`src/rtl/core/assert_macros.svh`:
```
// assertion macros shared by the radix digit converter rtl
// every user needs clk and rst_n in scope
`ifndef ASSERT_MACROS_SVH
`define ASSERT_MACROS_SVH

// property checked on every clock while out of reset
`define RDC_ASSERT(lbl, prop, msg) \
  lbl: assert property (@(posedge clk) disable iff (!rst_n) prop) else $error(msg);

// condition on one clock implies another on the next clock
`define RDC_ASSERT_NEXT(lbl, pre, post, msg) \
  lbl: assert property (@(posedge clk) disable iff (!rst_n) pre |=> post) else $error(msg);

`endif

```
`src/rtl/core/rdc_pkg.sv`:
```
// shared constants, types and tables for the radix digit converter
// no dependencies
package rdc_pkg;

  localparam int VALUE_WIDTH = 32;
  localparam int PROD_W      = 2 * VALUE_WIDTH;
  localparam int RADIX_W     = 5;
  localparam int POS_W       = 5;
  localparam int CHAR_W      = 7;
  localparam int DIGIT_W     = 4;
  localparam int LO_W        = 6;  // low-bit window that holds any partial remainder
  localparam int IN_TDATA_W  = ((VALUE_WIDTH + 7) / 8) * 8;
  localparam int OUT_TDATA_W = ((CHAR_W + POS_W + 7) / 8) * 8;

  localparam logic [RADIX_W-1:0] RADIX_RESET = 5'd10;
  localparam logic [RADIX_W-1:0] RADIX_MIN   = 5'd2;
  localparam logic [RADIX_W-1:0] RADIX_MAX   = 5'd16;

  // floor(2^VALUE_WIDTH / base), estimate is exact or one low
  localparam logic [VALUE_WIDTH:0] RECIP_ONE = {1'b1, {VALUE_WIDTH{1'b0}}};
  localparam logic [VALUE_WIDTH-1:0] RECIP_TBL [17] = '{
    '0, '0,
    VALUE_WIDTH'(RECIP_ONE / 2),  VALUE_WIDTH'(RECIP_ONE / 3),
    VALUE_WIDTH'(RECIP_ONE / 4),  VALUE_WIDTH'(RECIP_ONE / 5),
    VALUE_WIDTH'(RECIP_ONE / 6),  VALUE_WIDTH'(RECIP_ONE / 7),
    VALUE_WIDTH'(RECIP_ONE / 8),  VALUE_WIDTH'(RECIP_ONE / 9),
    VALUE_WIDTH'(RECIP_ONE / 10), VALUE_WIDTH'(RECIP_ONE / 11),
    VALUE_WIDTH'(RECIP_ONE / 12), VALUE_WIDTH'(RECIP_ONE / 13),
    VALUE_WIDTH'(RECIP_ONE / 14), VALUE_WIDTH'(RECIP_ONE / 15),
    VALUE_WIDTH'(RECIP_ONE / 16)
  };

  localparam logic [CHAR_W-1:0] DIGIT_CHARS [16] = '{
    7'h30, 7'h31, 7'h32, 7'h33, 7'h34, 7'h35, 7'h36, 7'h37,
    7'h38, 7'h39, 7'h61, 7'h62, 7'h63, 7'h64, 7'h65, 7'h66
  };

  typedef enum logic [1:0] {
    ST_IDLE,
    ST_MUL,
    ST_FIX
  } rdc_state_t;

  typedef struct packed {
    logic               load;
    logic               mul;
    logic [RADIX_W-1:0] base;
  } rdc_div_req_t;

  typedef struct packed {
    logic [VALUE_WIDTH-1:0] quot;
    logic [RADIX_W-1:0]     rem;
  } rdc_div_rsp_t;

  typedef struct packed {
    logic               valid;
    logic [DIGIT_W-1:0] digit;
    logic [POS_W-1:0]   pos;
    logic               last;
  } rdc_emit_t;

endpackage

```
`src/rtl/core/rdc_div_unit.sv`:
```
// shared divide-by-base unit: reciprocal multiply, then remainder fix-up
// depends on rdc_pkg and assert_macros.svh
`include "assert_macros.svh"

module rdc_div_unit
  import rdc_pkg::*;
(
  input  logic                   clk,
  input  logic                   rst_n,
  input  rdc_div_req_t           req,
  input  logic [VALUE_WIDTH-1:0] dividend,
  output rdc_div_rsp_t           rsp
);

  logic [VALUE_WIDTH-1:0]      recip_r;
  logic [RADIX_W-1:0]          base_r;
  logic [PROD_W-1:0]           prod_r;

  logic [VALUE_WIDTH-1:0]      q_est;
  logic [VALUE_WIDTH+LO_W-1:0] q_ext;
  logic [VALUE_WIDTH+LO_W-1:0] v_ext;
  logic [LO_W-1:0]             base_lo;
  logic [LO_W-1:0]             qd_lo;
  logic [LO_W-1:0]             r_est;
  logic                        r_ge;

  always_ff @(posedge clk) begin
    if (req.load) begin
      recip_r <= RECIP_TBL[req.base];
      base_r  <= req.base;
    end
    if (req.mul) begin
      prod_r <= PROD_W'(dividend) * PROD_W'(recip_r);
    end
  end

  // true remainder is below twice the base, so six low bits settle it
  always_comb begin
    q_est   = prod_r[PROD_W-1 -: VALUE_WIDTH];
    q_ext   = {{LO_W{1'b0}}, q_est};
    v_ext   = {{LO_W{1'b0}}, dividend};
    base_lo = LO_W'(base_r);
    qd_lo   = q_ext[LO_W-1:0] * base_lo;
    r_est   = v_ext[LO_W-1:0] - qd_lo;
    r_ge    = (r_est >= base_lo);
    rsp.rem  = r_ge ? RADIX_W'(r_est - base_lo) : RADIX_W'(r_est);
    rsp.quot = q_est + VALUE_WIDTH'(r_ge);
  end

  `RDC_ASSERT(a_rem_lt_base, $past(req.mul) |-> (rsp.rem < base_r), "remainder not below base")
  `RDC_ASSERT(a_quot_shrinks, $past(req.mul) && (dividend != '0) |-> (rsp.quot < dividend), "quotient not below dividend")

endmodule

```
`src/rtl/core/rdc_ctrl.sv`:
```
// sequencer: takes a value, steps the divide unit once per digit, emits digits
// depends on rdc_pkg and assert_macros.svh
`include "assert_macros.svh"

module rdc_ctrl
  import rdc_pkg::*;
(
  input  logic                   clk,
  input  logic                   rst_n,
  input  logic                   in_valid,
  input  logic [VALUE_WIDTH-1:0] in_value,
  output logic                   in_ready,
  input  logic [RADIX_W-1:0]     base,
  input  logic                   out_free,
  output rdc_div_req_t           div_req,
  input  rdc_div_rsp_t           div_rsp,
  output logic [VALUE_WIDTH-1:0] dividend,
  output rdc_emit_t              emit
);

  rdc_state_t             state_r, state_nxt;
  logic [VALUE_WIDTH-1:0] v_r, v_nxt;
  logic [POS_W-1:0]       pos_r, pos_nxt;

  always_ff @(posedge clk) begin
    if (!rst_n) begin
      state_r <= ST_IDLE;
    end else begin
      state_r <= state_nxt;
    end
  end

  always_ff @(posedge clk) begin
    v_r   <= v_nxt;
    pos_r <= pos_nxt;
  end

  assign dividend = v_r;

  always_comb begin
    state_nxt = state_r;
    v_nxt     = v_r;
    pos_nxt   = pos_r;
    in_ready  = 1'b0;
    div_req   = '0;
    emit      = '0;
    unique case (state_r)
      ST_IDLE: begin
        in_ready = 1'b1;
        if (in_valid) begin
          v_nxt        = in_value;
          pos_nxt      = '0;
          div_req.load = 1'b1;
          div_req.base = base;
          state_nxt    = ST_MUL;
        end
      end
      ST_MUL: begin
        div_req.mul = 1'b1;
        state_nxt   = ST_FIX;
      end
      ST_FIX: begin
        // hold the product until the output register can take the digit
        if (out_free) begin
          emit.valid = 1'b1;
          emit.digit = div_rsp.rem[DIGIT_W-1:0];
          emit.pos   = pos_r;
          emit.last  = (div_rsp.quot == '0);
          v_nxt      = div_rsp.quot;
          pos_nxt    = pos_r + POS_W'(1);
          state_nxt  = emit.last ? ST_IDLE : ST_MUL;
        end
      end
      default: begin
        state_nxt = ST_IDLE;
      end
    endcase
  end

  `RDC_ASSERT_NEXT(a_last_ends_item, emit.valid && emit.last, state_r == ST_IDLE, "no return to idle after last digit")
  `RDC_ASSERT_NEXT(a_digit_spacing, emit.valid && !emit.last, !emit.valid, "digits closer than two cycles")

endmodule

```
`src/rtl/core/radix_digit_converter.sv`:
```
// radix digit converter top level: radix register, sequencer, divide unit, output register
// depends on rdc_pkg, rdc_div_unit, rdc_ctrl
//
// Usage:
//   Input stream: in_tdata carries one unsigned value per transfer. The block
//   answers with one output transfer per digit in the base held by the radix
//   register, least significant digit first; out_tlast marks the most
//   significant digit. A zero value gives a single '0'.
//   Configuration: cfg_wr_en writes cfg_wr_data into the radix register.
//   Values below 2 act as base 2, values above 16 act as base 16. Write it
//   only while no conversion is in flight.
//   Timing: in_tready is high only while the block is idle, so a new value
//   is taken only after the last digit of the current one has been handed to
//   the output register. Each digit passes through a reciprocal multiply
//   state, whose product the divide unit registers, and then a remainder
//   correction state that hands the digit to the output register.
//   Stall: while out_tready is low the held digit stays put and the sequencer
//   waits with its next digit, handing it over in the cycle the held one leaves.
//   Reset: rst_n low sets the radix to 10 and drops out_tvalid; any
//   conversion in progress is abandoned.
module radix_digit_converter
  import rdc_pkg::*;
(
  input  logic                   clk,
  input  logic                   rst_n,
  input  logic                   in_tvalid,
  output logic                   in_tready,
  input  logic [IN_TDATA_W-1:0]  in_tdata,   // [VALUE_WIDTH-1:0] value
  output logic                   out_tvalid,
  input  logic                   out_tready,
  output logic [OUT_TDATA_W-1:0] out_tdata,  // [6:0] digit_char, [11:7] digit_position
  output logic                   out_tlast,
  input  logic                   cfg_wr_en,
  input  logic [RADIX_W-1:0]     cfg_wr_data
);

  logic [RADIX_W-1:0]     radix_r;
  logic [RADIX_W-1:0]     base_eff;
  logic                   out_valid_r, out_valid_nxt;
  logic [CHAR_W-1:0]      out_char_r;
  logic [POS_W-1:0]       out_pos_r;
  logic                   out_last_r;
  logic                   out_free;

  rdc_div_req_t           div_req;
  rdc_div_rsp_t           div_rsp;
  logic [VALUE_WIDTH-1:0] dividend;
  rdc_emit_t              emit;

  always_ff @(posedge clk) begin
    if (!rst_n) begin
      radix_r <= RADIX_RESET;
    end else if (cfg_wr_en) begin
      radix_r <= cfg_wr_data;
    end
  end

  always_comb begin
    priority if (radix_r < RADIX_MIN) begin
      base_eff = RADIX_MIN;
    end else if (radix_r > RADIX_MAX) begin
      base_eff = RADIX_MAX;
    end else begin
      base_eff = radix_r;
    end
  end

  rdc_ctrl u_ctrl (
    .clk      (clk),
    .rst_n    (rst_n),
    .in_valid (in_tvalid),
    .in_value (in_tdata[VALUE_WIDTH-1:0]),
    .in_ready (in_tready),
    .base     (base_eff),
    .out_free (out_free),
    .div_req  (div_req),
    .div_rsp  (div_rsp),
    .dividend (dividend),
    .emit     (emit)
  );

  rdc_div_unit u_div (
    .clk      (clk),
    .rst_n    (rst_n),
    .req      (div_req),
    .dividend (dividend),
    .rsp      (div_rsp)
  );

  // output register frees up in the same cycle its transfer completes
  assign out_free = !out_valid_r || out_tready;

  always_comb begin
    out_valid_nxt = out_valid_r;
    if (emit.valid) begin
      out_valid_nxt = 1'b1;
    end else if (out_tready) begin
      out_valid_nxt = 1'b0;
    end
  end

  always_ff @(posedge clk) begin
    if (!rst_n) begin
      out_valid_r <= 1'b0;
    end else begin
      out_valid_r <= out_valid_nxt;
    end
  end

  always_ff @(posedge clk) begin
    if (emit.valid) begin
      out_char_r <= DIGIT_CHARS[emit.digit];
      out_pos_r  <= emit.pos;
      out_last_r <= emit.last;
    end
  end

  assign out_tvalid = out_valid_r;
  assign out_tdata  = OUT_TDATA_W'({out_pos_r, out_char_r});
  assign out_tlast  = out_last_r;

endmodule

```
`config.mk`:
```
export PLATFORM = sky130hd
export DESIGN_NAME = radix_digit_converter
export DESIGN_NICKNAME = d
export VERILOG_FILES = /design/src/rtl/core/rdc_pkg.sv /design/src/rtl/core/rdc_div_unit.sv /design/src/rtl/core/rdc_ctrl.sv /design/src/rtl/core/radix_digit_converter.sv
export VERILOG_INCLUDE_DIRS = /design/src /design/src/rtl/core
export SDC_FILE = /design/constraint.sdc
export NUM_CORES = 2
export LEC_CHECK = 0
export BUFFER_PORTS_ARGS = -buffer_cell sky130_fd_sc_hd__buf_2
export CORE_MARGIN = 3
export CORE_UTILIZATION = 60
export DETAILED_ROUTE_END_ITERATION = 10
export MAX_ROUTING_LAYER = met4
export PLACE_DENSITY = 0.85
export SLEW_MARGIN = 20
export SYNTH_ARGS = -nofsm -noshare
export SYNTH_HDL_FRONTEND = slang
export SYNTH_HIERARCHICAL = 1
export SYNTH_SLANG_ARGS = --single-unit
```
`constraint.sdc`:
```
create_clock -name clk -period 16 [get_ports clk]
set_input_delay 1.6 -clock clk [delete_from_list [all_inputs] [get_ports clk]]
set_output_delay 1.6 -clock clk [all_outputs]
set_load 0.05 [all_outputs]
```
==> flow_metrics.py <==
metrics = {
    "timing": {
        "hold_violations": 0,
        "period_minus_slack_ns": 8.53,
        "period_share_pct": 53.3,
        "max_freq_mhz": 117,
        "worst_pin_slew_ns": 1.07,
        "tns_ns": 0,
        "fin_skew_ns": 0.0140,
        "drv_slew": 0,
        "rsz0062_at_grt": "false",
        "finalSetupViolations": 0,
        "relSlewSlack_pct": 28.6,
    },
    "worst_setup_path": {
        "cp_slowest_stage_delay_ns": 1.02,
        "critical_path.max_fanout": 22,
        "critPathRequiredTime_ns": 16.15,
        "start_kind": "flip-flop",
        "regToRegSetupSlack_ns": 7.47,
        "crit_top_cell": "fa_1",
        "slowest_stage": "edfxtp_1",
        "worstPathCellList": "nand2_1, fa_1, inv_1, fa_1, fa_1, fa_1, fa_1, fa_1, fa_1, inv_1, fa_1, inv_1, ha_1, nand3_1, nor2_2, o2111ai_1, a2111oi_2, nor3_2, a21oi_2, a221oi_2, o41ai_2, xor2_1",
        "critPathCaptureType": "flip-flop",
        "cp.arrival_ns": 8.68,
        "worst-setup-path-type": "flip-flop to flip-flop",
    },
    "routing": {
        "detail_route.vias_per_cell": 5.88,
        "wl_per_cell_um": 23.0,
        "dr.pass1.iters": 6,
        "num_vias": 27300,
        "wl_um": 107000,
        "drtIter0Drc": 2644,
        "ant_nets": 0,
        "drcViolationCount": 0,
    },
    "synthesis": {
        "synth_area_um2": 37400,
        "syn_inst": 3857,
        "synth_warnings": 6,
        "syn_avg_cell_area_um2": 9.70,
    },
    "finish": {
        "layout-drive-gt1-share_pct": 4.24,
        "syn2layout_area_growth_pct": 4.07,
        "final_nets": 5037,
    },
    "clock_network": {
        "postCtsSetupRepairBufs": 0,
        "clockBufferDepth": 2,
        "cts_tree": "built",
        "clk_root_buffer_cell": "clkbuf_16",
        "clk_latency_ns": 0.41,
        "htreeDepth": 4,
        "cts.sinks": 116,
        "path_clk_slew_ns": 0.06,
        "ctsResizeCount": 0,
        "holdBufCountCts": 0,
        "numCtsBuffers": 17,
    },
    "global_routing": {
        "grt_antenna_before_repair": 2,
        "groute.usage.overall_pct": 34.7,
        "grt-ovfl-total": 0,
        "grt_pass1_vias": 30300,
        "grt_pass1_wl_um": 168000,
        "grt_start_max_net_pins": 44,
    },
    "die": {
        "io_pins": 61,
        "coreArea_um2": 61000,
        "rows": 90,
        "chipHeight_um": 256,
        "die-width_um": 256,
        "start_util_pct": 61.3,
        "dieArea_um2": 65400,
    },
    "worst_hold_path": {
        "hold_class": "flip-flop to flip-flop",
    },
    "placed_design": {
        "dpl.hpwl_um": 84100,
        "place.gp.congestion": 1.01,
        "io_buffers": 55,
    },
    "job": {
        "maxCapViolations": 0,
    },
    "run_status": {
        "status": "complete, no violations",
    },
}
## sequential cells by signal, indices dropped and copies added (netlist names)
register,flops
u_ctrl/dividend,32
u_div/prod_r,32
u_div/recip_r,22
out_char_r,6
out_pos_r,5
radix_r,5
u_ctrl/pos_r,5
u_div/base_r,5
u_ctrl/state_r,2
out_tlast,1
out_tvalid,1
## critical path, delay by kind of cell (launching register included)
| family | cells | cell delay (ns) |
|---|---|---|
| buffers and inverters | 3 | 0.17 |
| xor gates and xnor gates | 1 | 0.10 |
| adders and majority gates | 9 | 4.70 |
| AOI/OAI and AO/OA | 5 | 1.44 |
| DFF | 1 | 1.02 |
| and+or+nand+nor | 4 | 0.81 |
## cell usage in the layout (no fill, tap or decap), types with 12 or more instances in the layout
master and count:
inv_1 918, fa_1 901, nand2_1 456, and2_1 434, ha_1 284, edfxtp_1 108, a21oi_1 74, xnor2_1 58
buf_2 55, nor2_1 51, buf_4 50, nand3_1 37, o21ai_0 36, and3_1 35, a21o_1 30, xor2_1 29
nand4_1 24, nor3_1 18, clkbuf_16 17, nor4_1 16, nor2b_1 15, o21ai_1 14, nand2b_1 12
## through the flow
stage / utilization (%) / setup slack (ns) / hold WS [ns] / std cells / cell area (um2)
2_1_floorplan: - / 8.83 / 0.455 / 3860 / 37400
3_3_place_gp: 62.9 / 7.89 / 0.492 / 4619 / 38400
3_5_place_dp: 62.9 / 7.71 / 0.498 / 4619 / 38400
4_1_cts: 63.8 / 7.67 / 0.509 / 4649 / 38900
5_1_grt: 63.8 / 7.27 / 0.550 / 4650 / 38900
6_report: 63.8 / 7.47 / 0.506 / 4651 / 38900
## per-layer routing
metal / wire [um] / up-vias / GRT usage (%)
met3: 12200 / 613 / 7.90
met1: 37100 / 13500 / 41.8
met2: 49000 / 1819 / 53.0
met5: 0 / - / -
met4: 8850 / 0 / 22.5
li1: - / 11400 / -
## final cells by class
class | count | area [um2]
multi-input combinational | 2651 | 29800
fill | 4777 | 22100
inverter | 919 | 3450
sequential | 116 | 3400
tap | 828 | 1040
timing repair buffer | 105 | 651
clock buffer | 18 | 429
clock inverter | 12 | 116
antenna | 2 | 5.00
## path summary, 6_finish.rpt
path,startpoint,cells past startpoint,to
min,radix_r[1],2,radix_r[1]
max reg2reg,u_ctrl/dividend[6],22,u_div/prod_r[62]
max,u_ctrl/dividend[6],22,u_div/prod_r[62]
min reg2reg,radix_r[1],2,radix_r[1]
Power is not shown: default switching activity piles up to over one toggle a cycle in this logic, so the estimate is an artifact.
